==> src/sv/two_button_id_editor_macros.svh <==
// two_button_id_editor_macros.svh: assertion macros shared by the editor RTL.
// Depends on a clock named clk and a reset named rst in the including module.
`ifndef TWO_BUTTON_ID_EDITOR_MACROS_SVH
`define TWO_BUTTON_ID_EDITOR_MACROS_SVH

// Same-cycle implication, checked outside reset
`define TBE_ASSERT_NOW(label, ante, cons, msg) \
  label: assert property (@(posedge clk) disable iff (rst) (ante) |-> (cons)) \
    else $error(msg);

// Next-cycle implication, checked outside reset
`define TBE_ASSERT_NEXT(label, ante, cons, msg) \
  label: assert property (@(posedge clk) disable iff (rst) (ante) |=> (cons)) \
    else $error(msg);

`endif

==> src/sv/tbe_pkg.sv <==
// tbe_pkg: widths, reset values, codes, word types and ID helpers for the
// two-button ID editor. No dependencies.
package tbe_pkg;

  localparam int ID_W   = 7;
  localparam int TOUT_W = 16;
  localparam int INTV_W = 10;
  localparam int EVT_W  = 2;
  localparam int TIME_W = 32;
  localparam int MODE_W = 2;
  localparam int DIG_W  = 4;
  localparam int IDX_W  = 3;
  localparam int DATA_W = 16;

  // Register indexes
  localparam logic [IDX_W-1:0] REG_MAX_VALUE   = 3'd0;
  localparam logic [IDX_W-1:0] REG_IDLE_TOUT   = 3'd1;
  localparam logic [IDX_W-1:0] REG_DEBOUNCE    = 3'd2;
  localparam logic [IDX_W-1:0] REG_REPEAT      = 3'd3;
  localparam logic [IDX_W-1:0] REG_SAVED_SLAT  = 3'd4;
  localparam logic [IDX_W-1:0] REG_SAVED_CTRL  = 3'd5;

  // Reset values
  localparam logic [ID_W-1:0]   RST_MAX_VALUE  = 7'd99;
  localparam logic [TOUT_W-1:0] RST_IDLE_TOUT  = 16'd3000;
  localparam logic [INTV_W-1:0] RST_DEBOUNCE   = 10'd175;
  localparam logic [INTV_W-1:0] RST_REPEAT     = 10'd50;
  localparam logic [ID_W-1:0]   RST_SAVED_ID   = 7'd0;

  // Editor modes
  localparam logic [MODE_W-1:0] MODE_IDLE   = 2'd0;
  localparam logic [MODE_W-1:0] MODE_SLAT   = 2'd1;
  localparam logic [MODE_W-1:0] MODE_CTRL   = 2'd2;
  localparam logic [MODE_W-1:0] MODE_COMMIT = 2'd3;

  // Panel content codes
  localparam logic [MODE_W-1:0] PANEL_BLANK = 2'd0;
  localparam logic [MODE_W-1:0] PANEL_SLAT  = 2'd1;
  localparam logic [MODE_W-1:0] PANEL_CTRL  = 2'd2;

  // Reciprocal of ten for values below 128: (v * 205) >> 11
  localparam logic [14:0] RECIP10 = 15'd205;
  localparam int RECIP10_SH = 11;

  typedef struct packed {
    logic [ID_W-1:0]   max_value;
    logic [TOUT_W-1:0] idle_timeout_ms;
    logic [INTV_W-1:0] debounce_ms;
    logic [INTV_W-1:0] repeat_ms;
  } cfg_t;

  typedef struct packed {
    logic              we;
    logic [IDX_W-1:0]  index;
    logic [DATA_W-1:0] data;
  } cfg_wr_t;

  typedef struct packed {
    logic [EVT_W-1:0]  up_event;
    logic [EVT_W-1:0]  down_event;
    logic [TIME_W-1:0] now_ms;
  } item_t;

  typedef struct packed {
    logic              poll_taken;
    logic [MODE_W-1:0] panel_mode;
    logic [DIG_W-1:0]  tens_digit;
    logic [DIG_W-1:0]  ones_digit;
    logic [ID_W-1:0]   slat_id;
    logic [ID_W-1:0]   control_id;
    logic              persist_strobe;
  } res_t;

  function automatic logic [ID_W-1:0] clamp_id(input logic [ID_W-1:0] v,
                                               input logic [ID_W-1:0] max_v);
    return (v > max_v) ? '0 : v;
  endfunction

  function automatic logic [ID_W-1:0] step_up(input logic [ID_W-1:0] v,
                                              input logic [ID_W-1:0] max_v);
    return (v >= max_v) ? '0 : ID_W'(v + 1'b1);
  endfunction

  function automatic logic [ID_W-1:0] step_down(input logic [ID_W-1:0] v,
                                                input logic [ID_W-1:0] max_v);
    return (v != '0) ? ID_W'(v - 1'b1) : max_v;
  endfunction

  function automatic logic [DIG_W-1:0] tens_of(input logic [ID_W-1:0] v);
    logic [14:0] prod;
    prod = {8'd0, v} * RECIP10;
    return DIG_W'(prod >> RECIP10_SH);
  endfunction

  function automatic logic [DIG_W-1:0] ones_of(input logic [ID_W-1:0] v);
    logic [DIG_W-1:0] t;
    logic [ID_W-1:0]  rem;
    t   = tens_of(v);
    rem = ID_W'(v - ID_W'({3'd0, t} * 7'd10));
    return rem[DIG_W-1:0];
  endfunction

endpackage

==> src/sv/two_button_id_editor.sv <==
// two_button_id_editor: top level; input register, result register, config.
// Depends on tbe_pkg, tbe_config, tbe_engine and two_button_id_editor_macros.svh.
//
// Use: each input word is one button poll (up_event, down_event, now_ms) on
// a valid/ready channel. Every accepted poll yields exactly one result word
// on the output channel: poll_taken, panel_mode, the two display digits,
// both working IDs and persist_strobe. A poll inside the current poll
// interval (debounce or repeat) reports poll_taken = 0 and changes nothing.
// Path: an accepted poll is held in the input register, stepped from there
// and lands in the result register, which raises out_valid. Throughput:
// one poll per cycle while the receiver does not stall, set by the
// combinational step between the two registers (the 32-bit time compare,
// the ID step and the digit split in series form the longest path).
// When the receiver stalls, the result register holds and the input register
// takes one more poll; in_ready then drops until out_ready returns.
// Reset (synchronous, rst high) empties both registers, puts the editor in
// idle with both IDs at zero and loads the default configuration.
// Configuration writes (cfg_we, cfg_index, cfg_data) are registered.
`include "two_button_id_editor_macros.svh"
module two_button_id_editor
  import tbe_pkg::*;
(
  input  logic              clk,
  input  logic              rst,
  input  logic              in_valid,
  output logic              in_ready,
  input  logic [EVT_W-1:0]  up_event,
  input  logic [EVT_W-1:0]  down_event,
  input  logic [TIME_W-1:0] now_ms,
  output logic              out_valid,
  input  logic              out_ready,
  output logic              poll_taken,
  output logic [MODE_W-1:0] panel_mode,
  output logic [DIG_W-1:0]  tens_digit,
  output logic [DIG_W-1:0]  ones_digit,
  output logic [ID_W-1:0]   slat_id,
  output logic [ID_W-1:0]   control_id,
  output logic              persist_strobe,
  input  logic              cfg_we,
  input  logic [IDX_W-1:0]  cfg_index,
  input  logic [DATA_W-1:0] cfg_data
);

  cfg_t    cfg;
  cfg_wr_t wr;
  item_t   in_word;
  logic    in_full;
  res_t    res, out_word;
  logic    adv;

  assign wr.we    = cfg_we;
  assign wr.index = cfg_index;
  assign wr.data  = cfg_data;

  // Step a held word whenever the result register is free or draining
  assign adv      = in_full && (!out_valid || out_ready);
  assign in_ready = !in_full || adv;

  // Hold the accepted poll
  always_ff @(posedge clk) begin
    if (rst) begin
      in_full <= 1'b0;
    end else if (in_ready) begin
      in_full <= in_valid;
    end
  end

  always_ff @(posedge clk) begin
    if (in_valid && in_ready) begin
      in_word.up_event   <= up_event;
      in_word.down_event <= down_event;
      in_word.now_ms     <= now_ms;
    end
  end

  tbe_config u_config (
    .clk (clk),
    .rst (rst),
    .wr  (wr),
    .cfg (cfg)
  );

  tbe_engine u_engine (
    .clk  (clk),
    .rst  (rst),
    .cfg  (cfg),
    .wr   (wr),
    .adv  (adv),
    .item (in_word),
    .res  (res)
  );

  // Hold the result word until taken
  always_ff @(posedge clk) begin
    if (rst) begin
      out_valid <= 1'b0;
    end else if (adv) begin
      out_valid <= 1'b1;
    end else if (out_ready) begin
      out_valid <= 1'b0;
    end
  end

  always_ff @(posedge clk) begin
    if (adv) out_word <= res;
  end

  assign poll_taken     = out_word.poll_taken;
  assign panel_mode     = out_word.panel_mode;
  assign tens_digit     = out_word.tens_digit;
  assign ones_digit     = out_word.ones_digit;
  assign slat_id        = out_word.slat_id;
  assign control_id     = out_word.control_id;
  assign persist_strobe = out_word.persist_strobe;

  `TBE_ASSERT_NOW(a_persist_needs_poll, out_valid && persist_strobe,
                  poll_taken && panel_mode == PANEL_BLANK,
                  "persist strobe without a taken poll into idle")
  `TBE_ASSERT_NEXT(a_word_kept, in_full && !adv, in_full,
                   "held poll dropped before it was stepped")

endmodule

==> src/sv/tbe_config.sv <==
// tbe_config: configuration register file of the two-button ID editor.
// Depends on tbe_pkg.
module tbe_config
  import tbe_pkg::*;
(
  input  logic    clk,
  input  logic    rst,
  input  cfg_wr_t wr,
  output cfg_t    cfg
);

  // Decode writes; indexes past the list and the saved IDs leave these alone
  always_ff @(posedge clk) begin
    if (rst) begin
      cfg.max_value       <= RST_MAX_VALUE;
      cfg.idle_timeout_ms <= RST_IDLE_TOUT;
      cfg.debounce_ms     <= RST_DEBOUNCE;
      cfg.repeat_ms       <= RST_REPEAT;
    end else if (wr.we) begin
      unique case (wr.index)
        REG_MAX_VALUE: cfg.max_value       <= wr.data[ID_W-1:0];
        REG_IDLE_TOUT: cfg.idle_timeout_ms <= wr.data[TOUT_W-1:0];
        REG_DEBOUNCE:  cfg.debounce_ms     <= wr.data[INTV_W-1:0];
        REG_REPEAT:    cfg.repeat_ms       <= wr.data[INTV_W-1:0];
        default: ;
      endcase
    end
  end

endmodule

==> src/sv/tbe_engine.sv <==
// tbe_engine: editor state and the combinational poll step that forms a result.
// Depends on tbe_pkg and two_button_id_editor_macros.svh.
`include "two_button_id_editor_macros.svh"
module tbe_engine
  import tbe_pkg::*;
(
  input  logic    clk,
  input  logic    rst,
  input  cfg_t    cfg,
  input  cfg_wr_t wr,
  input  logic    adv,
  input  item_t   item,
  output res_t    res
);

  logic [MODE_W-1:0] mode, mode_next;
  logic [ID_W-1:0]   slat_value, slat_value_next;
  logic [ID_W-1:0]   control_value, control_value_next;
  logic [TIME_W-1:0] last_poll_time, last_poll_time_next;
  logic [TIME_W-1:0] last_press_time, last_press_time_next;
  logic [INTV_W-1:0] poll_interval, poll_interval_next;

  logic              up_p, down_p, any_p, both_p, held, taken, timed_out, persist;
  logic [TIME_W-1:0] since_poll, since_press;
  logic [ID_W-1:0]   shown;

  // Step one poll against the current state
  always_comb begin
    up_p        = item.up_event != '0;
    down_p      = item.down_event != '0;
    any_p       = up_p || down_p;
    both_p      = up_p && down_p;
    held        = item.up_event[1] || item.down_event[1];
    since_poll  = item.now_ms - last_poll_time;
    since_press = item.now_ms - last_press_time;
    taken       = since_poll >= {{(TIME_W-INTV_W){1'b0}}, poll_interval};
    timed_out   = since_press >= {{(TIME_W-TOUT_W){1'b0}}, cfg.idle_timeout_ms};

    mode_next            = mode;
    slat_value_next      = slat_value;
    control_value_next   = control_value;
    last_poll_time_next  = last_poll_time;
    last_press_time_next = last_press_time;
    poll_interval_next   = poll_interval;
    persist              = 1'b0;

    if (taken) begin
      unique case (mode)
        MODE_IDLE: begin
          if (any_p) begin
            mode_next            = MODE_SLAT;
            last_press_time_next = item.now_ms;
          end
        end
        MODE_SLAT: begin
          if (both_p) begin
            mode_next            = MODE_CTRL;
            poll_interval_next   = cfg.debounce_ms;
            last_press_time_next = item.now_ms;
          end else if (any_p) begin
            slat_value_next = up_p ? step_up(slat_value, cfg.max_value)
                                   : step_down(slat_value, cfg.max_value);
            last_press_time_next = item.now_ms;
          end else if (timed_out) begin
            mode_next            = MODE_CTRL;
            last_press_time_next = item.now_ms;
          end
        end
        MODE_CTRL: begin
          if (both_p) begin
            mode_next = MODE_COMMIT;
          end else if (any_p) begin
            control_value_next = up_p ? step_up(control_value, cfg.max_value)
                                      : step_down(control_value, cfg.max_value);
            last_press_time_next = item.now_ms;
          end else if (timed_out) begin
            mode_next = MODE_COMMIT;
          end
        end
        default: begin
          mode_next          = MODE_IDLE;
          poll_interval_next = cfg.debounce_ms;
          persist            = 1'b1;
        end
      endcase
      // Held buttons switch to the repeat interval; no press restores debounce
      if (any_p) begin
        if (held) poll_interval_next = cfg.repeat_ms;
      end else begin
        poll_interval_next = cfg.debounce_ms;
      end
      last_poll_time_next = item.now_ms;
    end

    // Form the result from the stepped state
    shown              = (mode_next == MODE_SLAT) ? slat_value_next : control_value_next;
    res.poll_taken     = taken;
    res.slat_id        = slat_value_next;
    res.control_id     = control_value_next;
    res.persist_strobe = persist;
    if (mode_next == MODE_IDLE) begin
      res.panel_mode = PANEL_BLANK;
      res.tens_digit = '0;
      res.ones_digit = '0;
    end else begin
      res.panel_mode = (mode_next == MODE_SLAT) ? PANEL_SLAT : PANEL_CTRL;
      res.tens_digit = tens_of(shown);
      res.ones_digit = ones_of(shown);
    end
  end

  // Advance the state on a stepped word; otherwise saved-ID writes load the working IDs
  always_ff @(posedge clk) begin
    if (rst) begin
      mode            <= MODE_IDLE;
      slat_value      <= clamp_id(RST_SAVED_ID, RST_MAX_VALUE);
      control_value   <= clamp_id(RST_SAVED_ID, RST_MAX_VALUE);
      last_poll_time  <= '0;
      last_press_time <= '0;
      poll_interval   <= RST_DEBOUNCE;
    end else if (adv) begin
      mode            <= mode_next;
      slat_value      <= slat_value_next;
      control_value   <= control_value_next;
      last_poll_time  <= last_poll_time_next;
      last_press_time <= last_press_time_next;
      poll_interval   <= poll_interval_next;
    end else if (wr.we && wr.index == REG_SAVED_SLAT) begin
      slat_value <= clamp_id(wr.data[ID_W-1:0], cfg.max_value);
    end else if (wr.we && wr.index == REG_SAVED_CTRL) begin
      control_value <= clamp_id(wr.data[ID_W-1:0], cfg.max_value);
    end
  end

  `TBE_ASSERT_NEXT(a_commit_to_idle, adv && taken && mode == MODE_COMMIT,
                   mode == MODE_IDLE, "commit did not return to idle")
  `TBE_ASSERT_NEXT(a_state_holds, !adv && !wr.we,
                   $stable(mode) && $stable(slat_value) && $stable(control_value),
                   "editor state moved without a word or a write")

endmodule

==> config.mk <==
export PLATFORM = sky130hd
export DESIGN_NAME = two_button_id_editor
export DESIGN_NICKNAME = d
export VERILOG_FILES = /design/src/sv/tbe_pkg.sv /design/src/sv/two_button_id_editor.sv /design/src/sv/tbe_config.sv /design/src/sv/tbe_engine.sv
export VERILOG_INCLUDE_DIRS = /design/src /design/src/sv
export SDC_FILE = /design/constraint.sdc
export NUM_CORES = 1
export LEC_CHECK = 0
export BUFFER_PORTS_ARGS = -buffer_cell sky130_fd_sc_hd__buf_2
export CAP_MARGIN = 20
export CELL_PAD_IN_SITES_DETAIL_PLACEMENT = 2
export CELL_PAD_IN_SITES_GLOBAL_PLACEMENT = 2
export CORE_MARGIN = 1.5
export CORE_UTILIZATION = 41
export DETAILED_ROUTE_END_ITERATION = 16
export PLACE_DENSITY_LB_ADDON = 0.1
export SETUP_SLACK_MARGIN = 0.5
export SYNTH_ARGS = -nofsm -noshare
export SYNTH_HDL_FRONTEND = slang
export SYNTH_SLANG_ARGS = --single-unit
==> constraint.sdc <==
create_clock -name clk -period 16.4 [get_ports clk]
set_clock_uncertainty 0.05 [all_clocks]
set_input_delay 1.64 -clock clk [delete_from_list [all_inputs] [get_ports clk]]
set_output_delay 1.64 -clock clk [all_outputs]
set_load 0.1 [all_outputs]
After elaboration in Yosys (flattened, before gate mapping)
Index checks and enable logic that the tools add are counted.
{ "totals": {"reg_bits": 197, "latchBits": 0, "mem_bits_rw": 0, "romBits": 0, "in_bits": 60, "out_inout_bits": 28, "elab_cells": 125, "memories": 0} }
{ "op_classes": {"add_sub_neg": 7, "n_mul": 2, "div_mod_pow": 0, "order_cmp": 5, "n_eq_ne": 13, "shift": 0, "n_mux": 44, "bitwise_logic": 0, "reduce_logical": 32} }
{ "op_table": {"columns": ["op", "n"], "rows": [
  ["2-to-1 mux 32 bit", 5],
  ["2-to-1 mux 7 bit", 21],
  ["case mux 32 bit (3 select lines)", 1],
  ["subtractor 32 bit", 2],
  [">= comparator 32 x 10 -> 1 bit", 1],
  [">= comparator 32 x 16 -> 1 bit", 1],
  ["2-to-1 mux 10 bit", 3],
  ["case mux 10 bit (2 select lines)", 1],
  ["2-to-1 mux 2 bit", 9],
  ["multiplier 7 x 8 -> 15 bit (second input constant)", 1],
  ["adder 7 x 1 -> 7 bit (second input constant)", 2],
  [">= comparator 7 bit", 2],
  ["nonzero test 7 bit", 2],
  ["subtractor 7 x 1 -> 7 bit (second input constant)", 2],
  ["AND reduction 2 bit", 6],
  ["nonzero test 2 bit", 5],
  ["> comparator 7 bit", 1],
  ["== test 3 x 2 -> 1 bit (second input constant)", 2],
  ["== test 3 bit (second input constant)", 2],
  ["case mux 2 bit (3 select lines)", 1],
  ["logical AND 1 bit", 5],
  ["AND reduction 5 bit", 1],
  ["== test 2 x 1 -> 1 bit (second input constant)", 2],
  ["zero test 2 bit", 2],
  ["16 further kinds", 23]
]} }

Logic depth before layout (Yosys ltp)
{ "logic_depth": {"word_depth": 12, "ltp_mapped": 47, "mapped_depth_nobuf": 47} }

Hierarchy
Synthesis repeated with hierarchy kept, for this count alone.
{ "unflattened": {"cells_unflattened": 1759, "area_unflattened_um2": 14775.4} }
{ "modules_own_cells": {"columns": ["module", "instances", "cells_each", "area_per_inst_um2", "seq_area_each_um2"], "rows": [
  ["tbe_engine", 1, 1516, 11054.4, 1801.7],
  ["two_button_id_editor", 1, 72, 1965.6, 1901.8],
  ["tbe_config", 1, 171, 1755.4, 860.8]
]} }

Worst setup path before layout
OpenSTA, ideal clock, no wires.
{ "synth_timing": {"path_kind": "reg-to-reg", "start": "register in_word[0] in the netlist's numbering", "end": "register out_word (netlist bit ones_digit[3]), data pin", "setup_time_ps": 279, "t_arrival_ps": 8675, "t_required_ps": 16071, "path_slack_ps": 7395, "stages_incl_launch_ff": 45, "cell_sequence": "edfxtp_1 > inv_1 > ha_1 > fa_1 > nand2b_1 > a21oi_1 > nor2_1 > o41ai_1 > xor2_1 > ha_1 > a21oi_1 > nand2_1 > a211oi_1 > o211a_1 > nand4_1 > a221o_1 > or4_1 > nor4_1 > [9 not listed] > fa_1 > inv_1 > ha_1 > a21oi_1 > nor2b_1 > o21ai_0 > nand2b_1 > nor3_1 > o41a_1 > a21oi_4 > nor2_1 > nor2_1 > ha_1 > fa_1 > xor2_1 > xnor3_1 > xnor2_1 > nor2_1"} }
{ "synth_via": {"elab_chain_cells": 12, "elab_cells_between_ends": 20} }
{ "synth_rtl": {"columns": ["element", "line", "source"], "rows": [
  ["start: declaration", "two_button_id_editor.sv:46", "item_t in_word;"],
  ["subtractor 32 bit", "tbe_engine.sv:35", "since_press = item.now_ms - last_press_time;"],
  [">= comparator 32 x 16 -> 1 bit", "tbe_engine.sv:37", "timed_out = since_press >= {{(TIME_W-TOUT_W){1'b0}}, cfg.idle_timeout_ms};"],
  ["2-to-1 mux 2 bit, on equally long branches", "tbe_engine.sv:76, tbe_engine.sv:64", null],
  ["2-to-1 mux 2 bit, on equally long branches", "tbe_engine.sv:72, tbe_engine.sv:60", null],
  ["2-to-1 mux 2 bit, on equally long branches", "tbe_engine.sv:70, tbe_engine.sv:56", null],
  ["case mux 2 bit (3 select lines)", "tbe_engine.sv:48", "unique case (mode)"],
  ["2-to-1 mux 2 bit", "tbe_engine.sv:47", "if (taken) begin"],
  ["== test 2 x 1 -> 1 bit", "tbe_engine.sv:96", "shown = (mode_next == MODE_SLAT) ? slat_value_next : control_value_next;"],
  ["2-to-1 mux 7 bit", "tbe_engine.sv:96", null],
  ["multiplier 7 x 8 -> 15 bit", "tbe_pkg.sv:91", "prod = {8'd0, v} * RECIP10;"],
  ["multiplier 4 x 3 -> 3 bit", "tbe_pkg.sv:99", "rem = ID_W'(v - ID_W'({3'd0, t} * 7'd10));"],
  ["subtractor 4 bit", "tbe_pkg.sv:99", null],
  ["end signal: assignment", "two_button_id_editor.sv:105", "if (adv) out_word <= res;"],
  ["end: declaration", "two_button_id_editor.sv:48", "res_t res, out_word;"]
]} }
Parallel ways exist; a longest one is shown, timed or not.
A chain may end at the register's enable or synchronous reset.

Worst setup path in the final report
{ "layout_timing": {"start": "register in_word[3] in the netlist's numbering", "end": "register out_word (netlist bit ones_digit[3]), data pin"} }
The elaborated chain is that of the path after synthesis.

==> flow_metrics.tcl <==
set metrics [dict create \
    final_common_cell "a21oi_1" \
    fillers 3869 \
    holdPathEnd "u_config.cfg[14]$_SDFFE_PP0P_" \
    crit_path_end_kind "flip-flop" \
    max_freq_ghz 0.09130 \
    slew_violations 0 \
    numCtsBuffers 17 \
    fin_setup_tns_ns 0 \
    ir_worst_vdd_v 0.00008144 \
    std_cell_rows 67 \
    ios 88 \
    drc 0 \
    cp.arrival_ns 11.09 \
    syn_nets 1944 \
    rr_endpoint "ones_digit[3]$_SDFFCE_PN0P_" \
    wirelength_um 51130 \
    port_buffers 87 \
    grt_antenna_before_repair 0 \
    initial_utilization 0.4201 \
    slew_headroom 0.2842 \
    slowest_delay_ns 0.67 \
    critPathMaxFanout 13 \
    period_needed_ns 10.95 \
    cts_buffer_depth 2 \
    ys_seq_elements 197 \
    cp_common_cell "ha_1" \
    netlist_instances 1720 \
    gp_congestion 0.8952 \
    r2r_setup_slack_ns 5.45 \
    leakagePower_nw 6.561 \
    viasPerCell 5.916 \
    ff2ff_path_depth 42 \
    avgSynthCellArea_sq_um 8.251 \
    hpwl_um 38300 \
    post_cts_resized 0 \
    route.detailed.wl_per_inst_um 23.00 \
    tightest_slew_ns 1.074 \
    synth_area_sq_um 14190 \
    power_per_cell_area_nw_per_um2 93.39 \
    cts_root_buffer "clkbuf_16" \
    worstSetupPathType "flip-flop to flip-flop" \
    setup_viol 0 \
    insertion_delay_ns 0.47 \
    initialDrtViolationCount 743 \
    track_usage 0.2890 \
    layout_setup_ws_ns 5.447 \
    hold_depth 2 \
    die_area_sq_um 35740 \
    layout_common_cells "210 x a21oi_1, 195 x nor2_1, 155 x inv_1" \
    period_share 0.6679 \
    critPathSlowestCell "and4_1" \
    synth_top_flop_cell "dfxtp_1" \
    reg2reg_from "in_word[3]$_DFFE_PP_" \
    critPathRequiredTime_ns 16.54 \
    grt_pass1_vias 14087 \
    final_area_sq_um 15630 \
    postRouteAntennaNets 0 \
    maxCapViolations 0 \
    placedInstanceArea_sq_um 15000 \
    die_h_um 189.0 \
    path_buf_inv 4 \
    hold_buffers 0 \
    status "finished, final reports clean" \
    final_cells 2223 \
    first_pass_iters 5 \
    grt_pass1_wl_um 80410 \
    h-tree-depth 4 \
    synth_edf_count 62 \
    grt_overflow 0 \
    fp.coreArea_sq_um 33780 \
    start_kind "flip-flop" \
    die_w_um 189.0 \
    ys_warn_count 0 \
    grt_max_degree 76 \
    syn2layout_area_growth_pct 10.14 \
    crit_family "adder cells" \
    routed-via-count 13151 \
    antenna_cells 0 \
    drive_above_1_share 0.08394 \
    yosysSeqAreaShare 0.3216 \
    hold_viol 0 \
    rsz0062_at_grt "no" \
    hold_path_class "flip-flop to flip-flop" \
    synth.distinct_cells 83 \
    nets 1986 \
    dpl.cell_count 2191 \
    clkSlewWorstSetupHoldPaths_ns 0.08 \
    cts_sinks 197 \
    cts_tree "yes" \
    async_flop_share 0 \
    place_ws_ns 5.582 \
    min_from "u_config.cfg[14]$_SDFFE_PP0P_" \
    postCtsSetupBuffers 0 \
]
## logic make-up after synthesis
group / share of synthesized area
flops: 0.3216
xor+xnor: 0.03359
compound gates: 0.2126
mux: 0.04541
simple gates: 0.1741
fa+ha+maj: 0.1504
buf+inv: 0.06225
## layer usage
layer / vias up / track usage / part of all wire
li1: 6201 / - / -
met3: 75 / 0.03707 / 0.034
met1: 6613 / 0.3835 / 0.47
met2: 262 / 0.4852 / 0.47
met5: - / 0 / 0
met4: 0 / 0.09554 / 0.026
## Yosys cell counts (12+ instances only)
library cell    n  area (sq um)
mux2i_1        61         610.6
inv_1         155         581.8
a21o_1         29         217.7
xnor2_1        27         236.5
xor2_1         23         201.4
nand3b_1       17         127.6
a21oi_1       210          1051
nand2b_1       19         118.9
a211o_1        20         175.2
nand3_1        29         145.1
o21ai_0        54         270.3
nand2_1       141         529.3
nor3_1         32         160.2
nor2b_1        20         125.1
nor2_1        196         735.7
a31oi_1        12         75.07
dfxtp_1       135          2703
clkbuf_1       61         229.0
nand4_1        17         106.4
ha_1          153          1914
o21a_1         17         127.6
a211oi_1       17         127.6
edfxtp_1       62          1862
o211ai_1       17         127.6
o31ai_1        14         105.1
o21ai_1        19         95.09
## sequential cells by signal, indices dropped and copies added (netlist names), 10 cells and up
name                      cells
in_word                      36
u_config.cfg                 43
u_engine.last_poll_time      32
u_engine.last_press_time     32
u_engine.poll_interval       10
## worst register-to-register path, delay by kind of cell, from the launching register on
kind	cells	cell delay, ns
mux	2	0.54
buf+inv	4	0.41
xor+xnor	4	0.87
fa+ha+maj	9	3.03
compound gates	12	2.81
flops	1	0.44
simple gates	11	2.55
## layout make-up
cell class                 instances  area, sq um  area share
timing repair buffer              97        513.0     0.03282
multi-input combinational       1293         8781      0.5618
clock inverter                    12        125.1    0.008005
sequential                       197         4564      0.2920
clock buffer                      20        500.5     0.03202
tap                              448        560.5     0.03586
inverter                         156        585.6     0.03746
## worst max path at each step
stage	slack, ns	end	cells after the start	start
3_5_place_dp	5.58	ones_digit[3]$_SDFFCE_PN0P_	42	in_word[2]$_DFFE_PP_
4_1_cts	5.46	ones_digit[3]$_SDFFCE_PN0P_	42	in_word[3]$_DFFE_PP_
6_report	5.45	ones_digit[3]$_SDFFCE_PN0P_	42	in_word[3]$_DFFE_PP_
5_1_grt	4.66	ones_digit[3]$_SDFFCE_PN0P_	43	in_word[0]$_DFFE_PP_
2_1_floorplan	7.40	ones_digit[3]$_SDFFCE_PN0P_	44	in_word[0]$_DFFE_PP_
3_3_place_gp	6.26	ones_digit[3]$_SDFFCE_PN0P_	42	in_word[2]$_DFFE_PP_
## stage by stage
stage,util,hold slack (ns),total power [mW]
after floorplan,-,0.3852,0.8683
after global placement,0.4441,0.3920,0.9793
after detailed placement,0.4441,0.4031,1.003
after CTS,0.4627,0.4188,1.471
after global routing,0.4627,0.4361,1.533
final,0.4627,0.4122,1.460
## where the power goes
part           total [mW]  internal [mW]  switching, mW
Sequential          0.552          0.530         0.0223
Clock               0.462          0.242          0.220
Combinational       0.446          0.153          0.292
No activity file was read; power rests on OpenSTA's default activity.
